### config.mk
export PLATFORM = sky130hd
export DESIGN_NAME = rgb565_row_softening_filter
export DESIGN_NICKNAME = d
export VERILOG_FILES = /design/src/design/rsf_pkg.sv /design/src/design/rsf_front.sv /design/src/design/rsf_back.sv /design/src/design/rgb565_row_softening_filter.sv
export SDC_FILE = /design/constraint.sdc
export NUM_CORES = 1
export LEC_CHECK = 0
export ABC_AREA = 1
export BUFFER_PORTS_ARGS = -buffer_cell sky130_fd_sc_hd__buf_2
export CORE_MARGIN = 1
export CORE_UTILIZATION = 30
export CTS_CLUSTER_SIZE = 16
export DETAILED_ROUTE_END_ITERATION = 6
export HOLD_SLACK_MARGIN = 0.08
export RECOVER_POWER = 50
export SLEW_MARGIN = 10
export SYNTH_ARGS = -nofsm -noshare
export SYNTH_HDL_FRONTEND = slang
export SYNTH_HIERARCHICAL = 1
export SYNTH_SLANG_ARGS = --single-unit
### constraint.sdc
create_clock -name i_clk -period 13.22 [get_ports i_clk]
set_input_delay 0.661 -clock i_clk [delete_from_list [all_inputs] [get_ports i_clk]]
set_output_delay 0.661 -clock i_clk [all_outputs]
set_load 0.05 [all_outputs]
### src/design/rsf_pkg.sv
`timescale 1ns / 1ps
`default_nettype none
package rsf_pkg;

    localparam int ROW_WIDTH  = 320;
    localparam int COL_W      = $clog2(ROW_WIDTH);
    localparam int PIX_W      = 16;
    localparam int CQ_DEPTH   = 4;
    localparam int CQ_AW      = $clog2(CQ_DEPTH);
    localparam int OQ_DEPTH   = 4;
    localparam int OQ_AW      = $clog2(OQ_DEPTH);
    localparam int CFG_ADDR_W = 4;
    localparam int CFG_DATA_W = 32;
    localparam int STR_W      = 4;

    localparam logic [1:0] REG_EDGE_ENHANCE = 2'd0;
    localparam logic [1:0] REG_EDGE_AUTO    = 2'd1;
    localparam logic [1:0] REG_EDGE_VALUE   = 2'd2;

    typedef enum logic [1:0] {
        KIND_FIRST,
        KIND_SECOND,
        KIND_INNER,
        KIND_LAST
    } t_kind;

    typedef struct packed {
        logic [PIX_W-1:0] pixel;
        t_kind            kind;
    } t_cmd;

    typedef struct packed {
        logic [PIX_W-1:0] pixel;
        logic             row_end;
        logic             run_last;
    } t_result;

    function automatic logic [STR_W-1:0] strength(input logic enhance, input logic auto_off,
                                                  input logic [7:0] value);
        logic [2:0] base;
        base = ~value[7:5];
        if (!enhance) begin
            strength = {1'b1, base};
        end else if (!auto_off) begin
            strength = {1'b0, base};
        end else begin
            strength = '0;
        end
    endfunction

    function automatic logic [7:0] blend_chan(input logic [7:0] l, input logic [7:0] c,
                                              input logic [7:0] r, input logic [STR_W-1:0] s);
        logic        [8:0]  sum;
        logic        [7:0]  avg;
        logic signed [9:0]  diff;
        logic signed [14:0] prod;
        logic signed [10:0] mv;
        logic signed [11:0] v;
        sum  = {1'b0, l} + {1'b0, r};
        avg  = sum[8:1];
        diff = $signed({2'b00, avg}) - $signed({2'b00, c});
        prod = diff * $signed({1'b0, s});
        // arithmetic shift floors toward minus infinity
        mv   = 11'(prod >>> 4);
        v    = 12'(mv) + $signed({4'b0000, c});
        if (v < 0) begin
            blend_chan = 8'd0;
        end else if (v > 12'sd255) begin
            blend_chan = 8'd255;
        end else begin
            blend_chan = v[7:0];
        end
    endfunction

    function automatic logic [PIX_W-1:0] filter_pixel(input logic [PIX_W-1:0] p0,
                                                      input logic [PIX_W-1:0] p1,
                                                      input logic [PIX_W-1:0] p2,
                                                      input logic [STR_W-1:0] s);
        logic [7:0] rn;
        logic [7:0] gn;
        logic [7:0] bn;
        rn = blend_chan({p0[15:11], 3'b000}, {p1[15:11], 3'b000}, {p2[15:11], 3'b000}, s);
        gn = blend_chan({p0[10:5], 2'b00}, {p1[10:5], 2'b00}, {p2[10:5], 2'b00}, s);
        bn = blend_chan({p0[4:0], 3'b000}, {p1[4:0], 3'b000}, {p2[4:0], 3'b000}, s);
        filter_pixel = {rn[7:3], gn[7:2], bn[7:3]};
    endfunction

endpackage
`default_nettype wire

### src/design/rsf_front.sv
`timescale 1ns / 1ps
`default_nettype none
module rsf_front (
    input  wire logic                  i_clk,
    input  wire logic                  i_rst_n,
    input  wire logic                  i_push,
    input  wire logic [15:0]           i_pixel_in,
    output logic                       o_full,
    output logic                       o_cmd_valid,
    output rsf_pkg::t_cmd              o_cmd,
    input  wire logic                  i_cmd_ready
);
    import rsf_pkg::*;

    logic [COL_W-1:0] r_col, n_col;
    t_cmd             r_mem [CQ_DEPTH];
    logic [CQ_AW-1:0] r_wr, r_rd;
    logic [CQ_AW:0]   r_cnt, n_cnt;
    logic             push_ok;
    logic             pop_ok;
    t_kind            kind;

    assign o_full      = (r_cnt == (CQ_AW+1)'(CQ_DEPTH));
    assign push_ok     = i_push && !o_full;
    assign o_cmd_valid = (r_cnt != '0);
    assign pop_ok      = o_cmd_valid && i_cmd_ready;
    assign o_cmd       = r_mem[r_rd];

    // classify by position in the row
    always_comb begin
        n_col = r_col;
        if (r_col == '0) begin
            kind = KIND_FIRST;
        end else if (r_col == COL_W'(ROW_WIDTH - 1)) begin
            kind = KIND_LAST;
        end else if (r_col == COL_W'(1)) begin
            kind = KIND_SECOND;
        end else begin
            kind = KIND_INNER;
        end
        if (push_ok) begin
            n_col = (kind == KIND_LAST) ? '0 : r_col + COL_W'(1);
        end
        n_cnt = r_cnt + (CQ_AW+1)'(push_ok) - (CQ_AW+1)'(pop_ok);
    end

    always_ff @(posedge i_clk) begin
        if (!i_rst_n) begin
            r_col <= '0;
            r_wr  <= '0;
            r_rd  <= '0;
            r_cnt <= '0;
        end else begin
            r_col <= n_col;
            r_cnt <= n_cnt;
            if (push_ok) begin
                r_wr <= r_wr + CQ_AW'(1);
            end
            if (pop_ok) begin
                r_rd <= r_rd + CQ_AW'(1);
            end
        end
    end

    always_ff @(posedge i_clk) begin
        if (push_ok) begin
            r_mem[r_wr] <= '{pixel: i_pixel_in, kind: kind};
        end
    end

endmodule
`default_nettype wire

### src/design/rsf_back.sv
`timescale 1ns / 1ps
`default_nettype none
module rsf_back (
    input  wire logic                       i_clk,
    input  wire logic                       i_rst_n,
    input  wire logic                       i_cmd_valid,
    input  wire rsf_pkg::t_cmd              i_cmd,
    output logic                            o_cmd_ready,
    input  wire logic [rsf_pkg::STR_W-1:0]  i_strength,
    output logic                            o_empty,
    input  wire logic                       i_pop,
    output logic [15:0]                     o_pixel_out,
    output logic                            o_row_end,
    output logic                            o_run_last
);
    import rsf_pkg::*;

    logic [PIX_W-1:0] r_left;
    logic [PIX_W-1:0] r_center;
    logic             r_tail, n_tail;
    t_result          r_mem [OQ_DEPTH];
    logic [OQ_AW-1:0] r_wr, r_rd;
    logic [OQ_AW:0]   r_cnt;
    logic             room;
    logic             cmd_fire;
    logic             res_push;
    logic             pop_ok;
    t_result          res;
    logic [PIX_W-1:0] filtered;

    assign room     = (r_cnt != (OQ_AW+1)'(OQ_DEPTH));
    assign filtered = filter_pixel(r_left, r_center, i_cmd.pixel, i_strength);
    assign cmd_fire = i_cmd_valid && o_cmd_ready;
    assign o_empty  = (r_cnt == '0);
    assign pop_ok   = i_pop && !o_empty;

    always_comb begin
        o_cmd_ready = !r_tail && (i_cmd.kind == KIND_FIRST || room);
        n_tail      = r_tail;
        res_push    = 1'b0;
        res         = '{pixel: r_center, row_end: 1'b1, run_last: 1'b1};
        if (r_tail) begin
            // last pixel of the row, sent after its filtered neighbour
            res_push = room;
            n_tail   = !room;
        end else if (cmd_fire) begin
            case (i_cmd.kind)
                KIND_SECOND: begin
                    res_push = 1'b1;
                    res      = '{pixel: r_center, row_end: 1'b0, run_last: 1'b1};
                end
                KIND_INNER: begin
                    res_push = 1'b1;
                    res      = '{pixel: filtered, row_end: 1'b0, run_last: 1'b1};
                end
                KIND_LAST: begin
                    res_push = 1'b1;
                    res      = '{pixel: filtered, row_end: 1'b0, run_last: 1'b0};
                    n_tail   = 1'b1;
                end
                default: begin
                    res_push = 1'b0;
                end
            endcase
        end
    end

    always_ff @(posedge i_clk) begin
        if (!i_rst_n) begin
            r_tail <= 1'b0;
            r_wr   <= '0;
            r_rd   <= '0;
            r_cnt  <= '0;
        end else begin
            r_tail <= n_tail;
            r_cnt  <= r_cnt + (OQ_AW+1)'(res_push) - (OQ_AW+1)'(pop_ok);
            if (res_push) begin
                r_wr <= r_wr + OQ_AW'(1);
            end
            if (pop_ok) begin
                r_rd <= r_rd + OQ_AW'(1);
            end
        end
    end

    always_ff @(posedge i_clk) begin
        if (!i_rst_n) begin
            r_left   <= '0;
            r_center <= '0;
        end else if (cmd_fire) begin
            r_center <= i_cmd.pixel;
            if (i_cmd.kind != KIND_FIRST) begin
                r_left <= res.pixel;
            end
        end
    end

    always_ff @(posedge i_clk) begin
        if (res_push) begin
            r_mem[r_wr] <= res;
        end
    end

    assign o_pixel_out = r_mem[r_rd].pixel;
    assign o_row_end   = r_mem[r_rd].row_end;
    assign o_run_last  = r_mem[r_rd].run_last;

`ifndef NO_ASSERTIONS
    a_tail_blocks: assert property (@(posedge i_clk) disable iff (!i_rst_n)
        r_tail |-> !o_cmd_ready)
        else $error("command taken while row tail pending");
    a_cnt_bound: assert property (@(posedge i_clk) disable iff (!i_rst_n)
        r_cnt <= (OQ_AW+1)'(OQ_DEPTH))
        else $error("result queue overflow");
    a_last_tail: assert property (@(posedge i_clk) disable iff (!i_rst_n)
        (cmd_fire && i_cmd.kind == KIND_LAST) |=> r_tail)
        else $error("row end without tail result");
    a_push_room: assert property (@(posedge i_clk) disable iff (!i_rst_n)
        res_push |-> room)
        else $error("result pushed into full queue");
`endif

endmodule
`default_nettype wire

### src/design/rgb565_row_softening_filter.sv
`timescale 1ns / 1ps
`default_nettype none
// channel   direction  handshake                     payload
// pixels    in         push / full                   i_pixel_in
// results   out        empty / pop                   o_pixel_out, o_row_end, o_run_last
// config    in         psel, penable, pwrite, pready paddr, pwdata, prdata
//
// one pixel per cycle in while not full; the back end filters one pixel at a time because each
// result feeds the next pixel's left tap. the last pixel of a row gives two results and
// holds off the next row's first pixel while the second is sent. a 4-entry command queue
// parts front from back, a 4-entry result queue holds results until popped; a full result
// queue stalls the back end. synchronous active-low reset clears column, queues and pixel
// history; registers reset to enhance=1, auto=1, value=32.
module rgb565_row_softening_filter (
    input  wire logic                           i_clk,
    input  wire logic                           i_rst_n,
    input  wire logic                           push,
    output logic                                full,
    input  wire logic [15:0]                    i_pixel_in,
    output logic                                empty,
    input  wire logic                           pop,
    output logic [15:0]                         o_pixel_out,
    output logic                                o_row_end,
    output logic                                o_run_last,
    input  wire logic                           psel,
    input  wire logic                           penable,
    input  wire logic                           pwrite,
    input  wire logic [rsf_pkg::CFG_ADDR_W-1:0] paddr,
    input  wire logic [rsf_pkg::CFG_DATA_W-1:0] pwdata,
    output logic [rsf_pkg::CFG_DATA_W-1:0]      prdata,
    output logic                                pready
);
    import rsf_pkg::*;

    logic             r_enhance;
    logic             r_auto;
    logic [7:0]       r_value;
    logic             wr_en;
    logic [1:0]       reg_idx;
    logic             cmd_valid;
    logic             cmd_ready;
    t_cmd             cmd;
    logic [STR_W-1:0] str;

    assign pready  = 1'b1;
    assign wr_en   = psel && penable && pwrite && pready;
    assign reg_idx = paddr[3:2];
    assign str     = strength(r_enhance, r_auto, r_value);

    always_ff @(posedge i_clk) begin
        if (!i_rst_n) begin
            r_enhance <= 1'b1;
            r_auto    <= 1'b1;
            r_value   <= 8'd32;
        end else if (wr_en) begin
            unique case (reg_idx)
                REG_EDGE_ENHANCE: r_enhance <= pwdata[0];
                REG_EDGE_AUTO:    r_auto    <= pwdata[0];
                REG_EDGE_VALUE:   r_value   <= pwdata[7:0];
                default: begin
                    r_value <= r_value;
                end
            endcase
        end
    end

    always_comb begin
        unique case (reg_idx)
            REG_EDGE_ENHANCE: prdata = CFG_DATA_W'(r_enhance);
            REG_EDGE_AUTO:    prdata = CFG_DATA_W'(r_auto);
            REG_EDGE_VALUE:   prdata = CFG_DATA_W'(r_value);
            default:          prdata = '0;
        endcase
    end

    rsf_front u_front (
        .i_clk       (i_clk),
        .i_rst_n     (i_rst_n),
        .i_push      (push),
        .i_pixel_in  (i_pixel_in),
        .o_full      (full),
        .o_cmd_valid (cmd_valid),
        .o_cmd       (cmd),
        .i_cmd_ready (cmd_ready)
    );

    rsf_back u_back (
        .i_clk       (i_clk),
        .i_rst_n     (i_rst_n),
        .i_cmd_valid (cmd_valid),
        .i_cmd       (cmd),
        .o_cmd_ready (cmd_ready),
        .i_strength  (str),
        .o_empty     (empty),
        .i_pop       (pop),
        .o_pixel_out (o_pixel_out),
        .o_row_end   (o_row_end),
        .o_run_last  (o_run_last)
    );

endmodule
`default_nettype wire
==> results of run 1 <==
-- power by group --
part | total (uW) | switching [uW] | internal (uW)
registers | 1020 | 70.1 | 945
clock network | 668 | 261 | 407
logic | 2240 | 1550 | 691
-- final cells by class --
type                       count  area, sq um
timing repair buffer          74          353
multi-input combinational   1129         7410
tap                          615          769
sequential                   214         5730
clock inverter                10          133
clock buffer                  34          659
fill                        4899        31600
inverter                     289         1080
-- state kept, by name, indices dropped and copies added, names as in the netlist, named ones only --
| register | cells |
|---|---|
| r_enhance | 1 |
| u_back/r_rd | 2 |
| u_back/r_left | 16 |
| u_back/r_center | 16 |
| u_back/r_mem | 72 |
| r_value | 8 |
| u_back/r_cnt | 3 |
| u_front/r_cnt | 3 |
| r_auto | 1 |
| u_front/r_wr | 2 |
| u_front/r_mem | 72 |
| u_back/r_wr | 2 |
| u_front/r_rd | 2 |
| u_back/r_tail | 1 |
| u_front/r_col | 9 |
-- synth_stat cells, drive strengths merged --
cell	number	share of area, %
buf	41	1.9
clkinv	3	0.077
o22ai	36	1.5
o21ai	112	3.9
and2	2	0.086
conb	2	0.052
and3	2	0.086
nand2	287	7.9
a31o	2	0.12
nor2	198	5.5
inv	286	7.4
o21a	16	0.83
ha	127	11
or3	1	0.077
a21boi	3	0.21
nand3	66	2.5
a31oi	8	0.34
edfxtp	144	30
o31ai	1	0.052
a21o	8	0.41
o211a	1	0.069
or2	8	0.34
a211oi	1	0.052
clkbuf	21	0.55
xnor2	28	1.7
o211ai	2	0.10
fa	58	8.0
a21oi	84	2.9
dfxtp	70	9.6
nor3	3	0.10
nand3b	3	0.15
nand4	13	0.56
o21bai	5	0.26
xor2	29	1.8
-- kinds of logic (layout without fill, tap and decap cells) --
| group | Yosys count | in the layout | share of synthesized area [%] |
|---|---|---|---|
| AND/OR/NAND/NOR | 583 | 583 | 17.4 |
| XOR/XNOR | 57 | 57 | 3.49 |
| other | 2 | 25 | 0.0517 |
| buffers and inverters | 351 | 407 | 9.96 |
| AO/OA/AOI/OAI | 279 | 279 | 10.8 |
| adder cells (fa/ha/maj) | 185 | 185 | 18.9 |
| flip-flops | 214 | 214 | 39.4 |
-- stage by stage --
stage	utilization (%)	hold WS, ps	setup slack, ps	cell area (sq um)	std cells
detailed placement	32.3	463	5090	15400	2321
floorplan	-	436	6400	14600	1694
global placement	32.3	457	5210	15400	2321
finish	33.8	379	3760	16100	2365
global route	33.8	391	2890	16100	2365
CTS	34.0	338	5060	16200	2365
-- worst max path at each step --
stage                         start                            end  slack [ps]  cells past startpoint
after floorplan           flip-flop  u_back/r_mem[0][11]$_DFFE_PP_        6400                     41
after global placement    flip-flop  u_back/r_mem[2][10]$_DFFE_PP_        5210                     40
after detailed placement  flip-flop   u_back/r_mem[2][5]$_DFFE_PP_        5090                     39
after CTS                 flip-flop   u_back/r_mem[3][5]$_DFFE_PP_        5060                     39
after global routing      flip-flop   u_back/r_mem[1][6]$_DFFE_PP_        2890                     39
final                     flip-flop   u_back/r_mem[0][6]$_DFFE_PP_        3760                     38
-- metal layers --
metal	up-vias	track usage, %
met2	174	22.5
met3	36	1.63
li1	5494	-
met1	5092	17.4
met5	-	0
met4	0	2.17
-- worst min-delay path, cell delays in order --
cell,delay [ps]
sky130_fd_sc_hd__buf_2,80
sky130_fd_sc_hd__nand2_1,50
sky130_fd_sc_hd__nand3_1,70
==> results.json, run 1 <==
{
  "port_buffers": 60,
  "yosys_warn_count": 6,
  "layout_common_cells": "sky130_fd_sc_hd__inv_1, sky130_fd_sc_hd__nand2_1, sky130_fd_sc_hd__nor2_1, sky130_fd_sc_hd__edfxtp_1, sky130_fd_sc_hd__ha_1",
  "cap_viol_max_count": 2,
  "synth-seq-area-share_pct": 39.4,
  "finalWorstPathRequiredPeriod_ps": 9460,
  "layout_cells_sized_above_1_pct": 7.03,
  "cts-root-to-sink-buffers": 3,
  "cp_top_family": "adder cells",
  "worst-setup-path-type": "reg -> reg",
  "finalWirelength_microns": 31800,
  "hold_ep": "r_value[5]$_SDFFE_PN1P_",
  "grt_max_degree": 52,
  "worst-path-max-fanout": 37,
  "area_of_the_die_sq_um": 49300,
  "maxClockFrequency_mhz": 106,
  "critical_path.endpoint_type": "flip-flop",
  "synthesis.instances": 1671,
  "clk-insertion-delay-late_ps": 510,
  "tritoncts_clock_tree": "yes",
  "routed_vias": 10800,
  "detail-route-antenna-nets": 0,
  "reg2reg_setup_slack_ps": 3760,
  "critical-path-top-cell-by-count": "sky130_fd_sc_hd__nand2_1",
  "vdd_ir_drop_max_v": 0.000114,
  "power-per-cell-area_nw_per_um2": 243,
  "clock-root-buffer": "sky130_fd_sc_hd__clkbuf_16",
  "setup_viol": 0,
  "placementRows": 80,
  "firstDrtPassIters": 5,
  "critical_path.slowest_cell": "sky130_fd_sc_hd__clkbuf_1",
  "die_height_microns": 222,
  "place_congestion": 0.866,
  "detailedRoute.firstIterationViolations": 515,
  "drc": 0,
  "critPathMaxStageDelay_ps": 1090,
  "htreeDepth": 1,
  "routed-wl-met2_microns": 14800,
  "holdCritStartpoint": "pwdata[5]",
  "tritoncts_num_sinks": 214,
  "report.power.total_uw": 3920,
  "total_leakage_power_uw": 0.00741,
  "post_detailed_route_via_to_cell_ratio": 4.56,
  "critical_path.reg2reg.endpoint": "u_back/r_mem[0][6]$_DFFE_PP_",
  "post-route-period-util_pct": 71.6,
  "failed_checks": "capacitance limit, slew limit",
  "critical_path_buf_inv_count": 8,
  "min_delay_path_depth": 3,
  "synth.ff_latch_count": 214,
  "grt_pass1_wl_microns": 52800,
  "cts-hold-fix-buffers": 0,
  "die_width_microns": 222,
  "pin_slew_with_the_least_headroom_to_its_limit_ps": 2390,
  "timing.hold.worst.class": "in -> reg",
  "wl_met1_microns": 15400,
  "report.final.slew_viol_count": 90,
  "detailedPlacementHpwl_microns": 23500,
  "reg2reg_depth": 38,
  "report.final.hold_viol_count": 0,
  "post_cts.repair.setup_buffers": 0,
  "layout.nets": 1976,
  "outcome": "finished with violations",
  "number_of_antenna_repair_diodes": 0,
  "syn2layout_area_growth_pct": 11.0,
  "max-slew-margin-rel_pct": -59.4,
  "antenna_found_initial": 0,
  "placeable_core_region_sq_um": 47700,
  "layout_commonest_cell": "sky130_fd_sc_hd__inv_1",
  "critPathArrivalTime_ps": 9660,
  "detailroute.wirelength.met3_microns": 1140,
  "globalRouteTotalUtil_pct": 13.0,
  "unrepaired_setup_endpoints_after_global_routing": "false",
  "avgRoutedWirePerCell_microns": 13.4,
  "topRoutingLayerUsed": "met4",
  "post_cts_resize_count": 0,
  "tns_ps": 0,
  "cts.reportedPaths.clkPinSlew_ps": 60,
  "yosysUniqueCellTypes": 53,
  "design.portCount": 112,
  "cts_buffers": 24,
  "synthesis.area_sq_um": 14500,
  "timing.critical_path.from_type": "flip-flop",
  "syn_avg_cell_area_sq_um": 8.70,
  "start_util_pct": 30.4,
  "grt-ovfl-total": 0,
  "first_global_vias": 10700,
  "critical_path_required_ps": 13420,
  "final_worst_clock_skew_ps": 13.0
}
Note: power is estimated with default switching activity, not from simulation.
==> run 2: changes to the inputs <==
==> constraint.sdc (replaced) <==
create_clock -name i_clk -period 9.7 [get_ports i_clk]
set_input_delay 0.485 -clock i_clk [delete_from_list [all_inputs] [get_ports i_clk]]
set_output_delay 0.485 -clock i_clk [all_outputs]
set_load 0.05 [all_outputs]
==> results.json, run 2 (synthesis results as in run 1) <==
{
  "outcome": "finished with violations",
  "failed_checks": "capacitance limit, slew limit",
  "number_of_antenna_repair_diodes": 0,
  "critPathMaxStageDelay_ps": 550,
  "finalWirelength_microns": 31800,
  "critPathArrivalTime_ps": 8520,
  "grt_max_degree": 52,
  "worst-setup-path-type": "reg -> reg",
  "layout.nets": 1978,
  "firstDrtPassIters": 5,
  "max-slew-margin-rel_pct": -55.5,
  "setup_viol": 0,
  "worst-path-max-fanout": 19,
  "first_global_vias": 10700,
  "drc": 0,
  "die_height_microns": 222,
  "area_of_the_die_sq_um": 49300,
  "post_cts_resize_count": 0,
  "hold_ws_ps": 205,
  "die_width_microns": 222,
  "critical_path.endpoint_type": "flip-flop",
  "maxClockFrequency_mhz": 120,
  "detailedRoute.firstIterationViolations": 446,
  "tritoncts_clock_tree": "yes",
  "cap_viol_max_count": 1,
  "detailedPlacementHpwl_microns": 24000,
  "critical_path_required_ps": 9900,
  "unrepaired_setup_endpoints_after_global_routing": "false",
  "tritoncts_num_sinks": 214,
  "syn2layout_area_growth_pct": 11.3,
  "design.portCount": 112,
  "report.final.slew_viol_count": 52,
  "vdd_ir_drop_max_v": 0.000153,
  "timing.hold.worst.class": "in -> reg",
  "avgRoutedWirePerCell_microns": 13.4,
  "placementRows": 80,
  "pin_slew_with_the_least_headroom_to_its_limit_ps": 2330,
  "tns_ps": 0,
  "htreeDepth": 1,
  "post-route-period-util_pct": 85.8,
  "final_worst_clock_skew_ps": 8.64,
  "detail-route-antenna-nets": 0,
  "cts_buffers": 24,
  "clk-insertion-delay-late_ps": 510,
  "regs_by_ff_count": "u_back/r_mem: 72 flops, u_front/r_mem: 72 flops",
  "critical-path-top-cell-by-count": "sky130_fd_sc_hd__nand2_1",
  "antenna_found_initial": 0,
  "cts-root-to-sink-buffers": 3,
  "cts-hold-fix-buffers": 0,
  "clock-root-buffer": "sky130_fd_sc_hd__clkbuf_16",
  "critical_path.slowest_cell": "sky130_fd_sc_hd__inv_1",
  "grt_pass1_wl_microns": 52800,
  "start_util_pct": 30.4,
  "layout_cells_sized_above_1_pct": 7.31,
  "placedCellCount": 2323,
  "timing.critical_path.from_type": "flip-flop",
  "layout_commonest_cell": "sky130_fd_sc_hd__inv_1",
  "total_leakage_power_uw": 0.00743,
  "report.final.hold_viol_count": 0,
  "final_cell_count_no_fill": 2367,
  "cts.reportedPaths.clkPinSlew_ps": 60,
  "place_congestion": 0.865,
  "port_buffers": 60,
  "placeable_core_region_sq_um": 47700,
  "fin_ws_ps": 1380,
  "power-per-cell-area_nw_per_um2": 331,
  "finalWorstPathRequiredPeriod_ps": 8320,
  "globalRouteTotalUtil_pct": 12.9,
  "layout_common_cells": "sky130_fd_sc_hd__inv_1, sky130_fd_sc_hd__nand2_1, sky130_fd_sc_hd__nor2_1, sky130_fd_sc_hd__edfxtp_1, sky130_fd_sc_hd__ha_1",
  "post_detailed_route_via_to_cell_ratio": 4.58,
  "post_cts.repair.setup_buffers": 0,
  "placement_stage_worst_setup_slack_ps": 1710,
  "grt-ovfl-total": 0,
  "routed_vias": 10800
}
run 2: layout make-up:
| class | instances | area, sq um |
|---|---|---|
| Fill cell | 4917 | 31600 |
| Sequential cell | 214 | 5730 |
| Clock buffer | 33 | 656 |
| Inverter | 289 | 1080 |
| Timing Repair Buffer | 76 | 365 |
| Multi-Input combinational cell | 1129 | 7420 |
| Tap cell | 615 | 769 |
| Clock inverter | 11 | 158 |
run 2: worst max-delay path, delay by kind of cell (launching register included):
family,cells,cell delay (ps)
AOI/OAI and AO/OA,5,1080
xor gates and xnor gates,3,760
buffers and inverters,9,1410
and+or+nand+nor,14,1330
adders and majority gates,8,3130
DFF,1,290
run 2: through the flow:
step                area, sq um  total power [uW]  utilization [%]
finish                    16200              5360             33.9
global route              16200              5830             33.9
CTS                       16300              5420             34.1
detailed placement        15400              4470             32.4
global placement          15400              4410             32.4
floorplan                 14600              3690                -
run 2: power by group:
part / leakage, uW / internal, uW / switching [uW]
clock network: 0.000387 / 579 / 350
registers: 0.00190 / 1290 / 95.6
logic: 0.00514 / 944 / 2100
total: 0.00743 / 2810 / 2550
run 2: worst paths after layout:
path              slack (ps)                         from  cells past startpoint                            to
setup / recovery        1380                    flip-flop                     39  u_back/r_mem[3][6]$_DFFE_PP_
hold / removal           210                    pwdata[5]                      3       r_value[5]$_SDFFE_PN1P_
setup reg to reg        1380                    flip-flop                     39  u_back/r_mem[3][6]$_DFFE_PP_
hold reg to reg          460  u_back/r_rd[1]$_SDFFE_PN0P_                      2                     flip-flop
run 2: routing by layer:
layer  wire length, microns  GRT usage (%)
met1                  15300           17.5
met5                      0              0
met3                    967           1.23
met4                    352           1.90
met2                  15200           22.7
==> run 3: changes to the inputs <==
--- a/config.mk
+++ b/config.mk
@@ -13,8 +13,8 @@
 export DETAILED_ROUTE_END_ITERATION = 6
 export HOLD_SLACK_MARGIN = 0.08
 export RECOVER_POWER = 50
+export SKIP_CTS_REPAIR_TIMING = 1
 export SLEW_MARGIN = 10
 export SYNTH_ARGS = -nofsm -noshare
 export SYNTH_HDL_FRONTEND = slang
-export SYNTH_HIERARCHICAL = 1
 export SYNTH_SLANG_ARGS = --single-unit
==> results.json, run 3 <==
{
  "fill_cells": 4875,
  "fin_ws_ps": 1640,
  "asyncSetResetFlopFracSynth_pct": 0,
  "yosys_most_used_dff": "sky130_fd_sc_hd__edfxtp_1",
  "synth.top_cells.by_area": "sky130_fd_sc_hd__edfxtp_1, sky130_fd_sc_hd__ha_1, sky130_fd_sc_hd__dfxtp_1",
  "placeable_core_region_sq_um": 46800,
  "failed_checks": "DRC, capacitance limit, slew limit",
  "finalWirelength_microns": 31100,
  "grt_max_degree": 50,
  "syn2layout_area_growth_pct": 10.8,
  "worst-setup-path-type": "reg -> reg",
  "cp_top_family": "adder cells",
  "reg2reg_setup_slack_ps": 1640,
  "placementRows": 79,
  "area_of_the_die_sq_um": 48600,
  "start_util_pct": 30.6,
  "clk-insertion-delay-late_ps": 530,
  "post_detailed_route_via_to_cell_ratio": 4.56,
  "final_worst_clock_skew_ps": 15.1,
  "layout_commonest_cell": "sky130_fd_sc_hd__inv_1",
  "firstDrtPassIters": 7,
  "yosysUniqueCellTypes": 50,
  "design.portCount": 112,
  "routed_vias": 10600,
  "power-per-cell-area_nw_per_um2": 333,
  "hold_ws_ps": 192,
  "first_global_vias": 10600,
  "clock-root-buffer": "sky130_fd_sc_hd__clkbuf_16",
  "grt_pass1_wl_microns": 52000,
  "tns_ps": 0,
  "tritoncts_num_sinks": 214,
  "timing.critical_path.from_type": "flip-flop",
  "worst-path-max-fanout": 19,
  "final-seq-area_sq_um": 5730,
  "htreeDepth": 1,
  "detailedRoute.firstIterationViolations": 460,
  "report.final.slew_viol_count": 66,
  "layout.nets": 1936,
  "outcome": "finished with violations",
  "layout_common_cells": "sky130_fd_sc_hd__inv_1, sky130_fd_sc_hd__nand2_1, sky130_fd_sc_hd__nor2_1, sky130_fd_sc_hd__edfxtp_1, sky130_fd_sc_hd__ha_1",
  "cts.reportedPaths.clkPinSlew_ps": 60,
  "drc": 9,
  "crit_cells": 34,
  "report.power.total_uw": 5280,
  "die_height_microns": 220,
  "avgRoutedWirePerCell_microns": 13.4,
  "top_cell_types_by_occurrence_after_synthesis": "sky130_fd_sc_hd__inv_1, sky130_fd_sc_hd__nand2_1, sky130_fd_sc_hd__nor2_1",
  "place_congestion": 0.844,
  "total_leakage_power_uw": 0.00723,
  "yosys_warn_count": 0,
  "vdd_ir_drop_max_v": 0.000175,
  "die_width_microns": 220,
  "maxClockFrequency_mhz": 124,
  "netlist.top_cell.by_area": "sky130_fd_sc_hd__edfxtp_1",
  "critical_path_buf_inv_count": 4,
  "holdCritStartpoint": "pwdata[5]",
  "tritoncts_clock_tree": "yes",
  "syn_avg_cell_area_sq_um": 8.74,
  "pin_slew_with_the_least_headroom_to_its_limit_ps": 2320,
  "critPathArrivalTime_ps": 8310,
  "synth-seq-area-share_pct": 40.0,
  "number_of_antenna_repair_diodes": 0,
  "synth_edf_count": 144,
  "report.final.hold_viol_count": 0,
  "regs_by_ff_count": "u_back.r_mem: 72 flops, u_front.r_mem: 72 flops",
  "timing.hold.worst.class": "in -> reg",
  "post-route-period-util_pct": 83.1,
  "synth_top_area_share_pct": 30.2,
  "synth.ff_latch_count": 214,
  "setup_viol": 0,
  "critical_path.slowest_cell": "sky130_fd_sc_hd__inv_1",
  "layout_cells_sized_above_1_pct": 6.26,
  "util_after_layout_pct": 33.9,
  "min_delay_path_depth": 3,
  "cts-root-to-sink-buffers": 3,
  "cts_buffers": 23,
  "cap_viol_max_count": 2,
  "synthesis.area_sq_um": 14300,
  "critical_path.endpoint_type": "flip-flop",
  "antenna_found_initial": 0,
  "synthMostInstantiatedCell": "sky130_fd_sc_hd__inv_1",
  "grt-ovfl-total": 0,
  "reg2reg_depth": 34,
  "globalRouteTotalUtil_pct": 13.3,
  "detail-route-antenna-nets": 0,
  "critical_path_required_ps": 9950,
  "critical-path-top-cell-by-count": "sky130_fd_sc_hd__nand2_1",
  "synthesis.instances": 1636,
  "finalWorstPathRequiredPeriod_ps": 8060,
  "hold_ep": "r_value[5]$_SDFFE_PN1P_",
  "detailedPlacementHpwl_microns": 23300,
  "multi_input_comb_area_sq_um": 7210,
  "placement_stage_worst_setup_slack_ps": 1770,
  "max-slew-margin-rel_pct": -54.5,
  "critPathMaxStageDelay_ps": 540,
  "unrepaired_setup_endpoints_after_global_routing": "false",
  "critical_path.reg2reg.endpoint": "u_back.r_mem[1][12]$_DFFE_PP_",
  "port_buffers": 60
}
## run 3: changes by cell type in the layout (fill, tap and decap cells not counted), sizes merged, moves of 4 or more
cell    previous run  this run
or2                8         4
nor2             198       202
nor3               3         7
bufinv             4         0
nand2            287       260
inv              286       281
a21oi             84        77
o22ai             36        32
a211oi             1         8
xnor2             28        21
## run 3: layout make-up
type                       count  share of cell area (%)
multi-input combinational   1097                    45.5
sequential                   214                    36.1
inverter                     281                    6.65
tap                          607                    4.79
clock buffer                  37                    4.45
timing repair buffer          75                    2.27
clock inverter                 5                   0.221
## run 3: power by group
| part | internal, uW | switching [uW] | total [uW] |
|---|---|---|---|
| combinational | 951 | 2090 | 3050 |
| sequential | 1280 | 101 | 1380 |
| clock | 499 | 357 | 856 |
| total | 2730 | 2550 | 5280 |
## run 3: tightest hold or removal path, cell delays in order
cell and delay [ps]:
sky130_fd_sc_hd__buf_2 80, sky130_fd_sc_hd__nand2_1 50, sky130_fd_sc_hd__o211ai_1 70
## run 3: kinds of logic after synthesis
logic type,Yosys count,synth area share [%]
AO/OA/AOI/OAI,274,11.0
other,2,0.0525
adder cells (fa/ha/maj),185,19.2
XOR/XNOR,53,3.24
flip-flops,214,40.0
AND/OR/NAND/NOR,560,16.4
buffers and inverters,348,10.0
## run 3: how the worst max path moves through the flow
stage / start / endpoint / slack [ps]
after detailed placement: flip-flop / u_back.r_mem[2][15]$_DFFE_PP_ / 1770
after CTS: flip-flop / u_back.r_mem[2][15]$_DFFE_PP_ / 1710
after floorplan: flip-flop / u_back.r_mem[0][7]$_DFFE_PP_ / 3130
after global placement: flip-flop / u_back.r_mem[3][12]$_DFFE_PP_ / 1820
final: flip-flop / u_back.r_mem[1][12]$_DFFE_PP_ / 1640
after global routing: flip-flop / u_back.r_mem[1][12]$_DFFE_PP_ / 800
## run 3: per-layer routing
| layer | vias to the layer above | track usage [%] | part of all wire (%) |
|---|---|---|---|
| met5 | - | 0 | 0 |
| met4 | 0 | 2.74 | 1.6 |
| met3 | 35 | 2.05 | 4.1 |
| met2 | 147 | 23.8 | 49 |
| met1 | 4983 | 16.8 | 45 |
| li1 | 5394 | - | - |
## run 3: stage by stage
stage | instances | cell area, sq um
6_report | 2316 | 15900
5_1_grt | 2316 | 15900
4_1_cts | 2316 | 15900
3_5_place_dp | 2274 | 15200
3_3_place_gp | 2274 | 15200
2_1_floorplan | 1659 | 14400
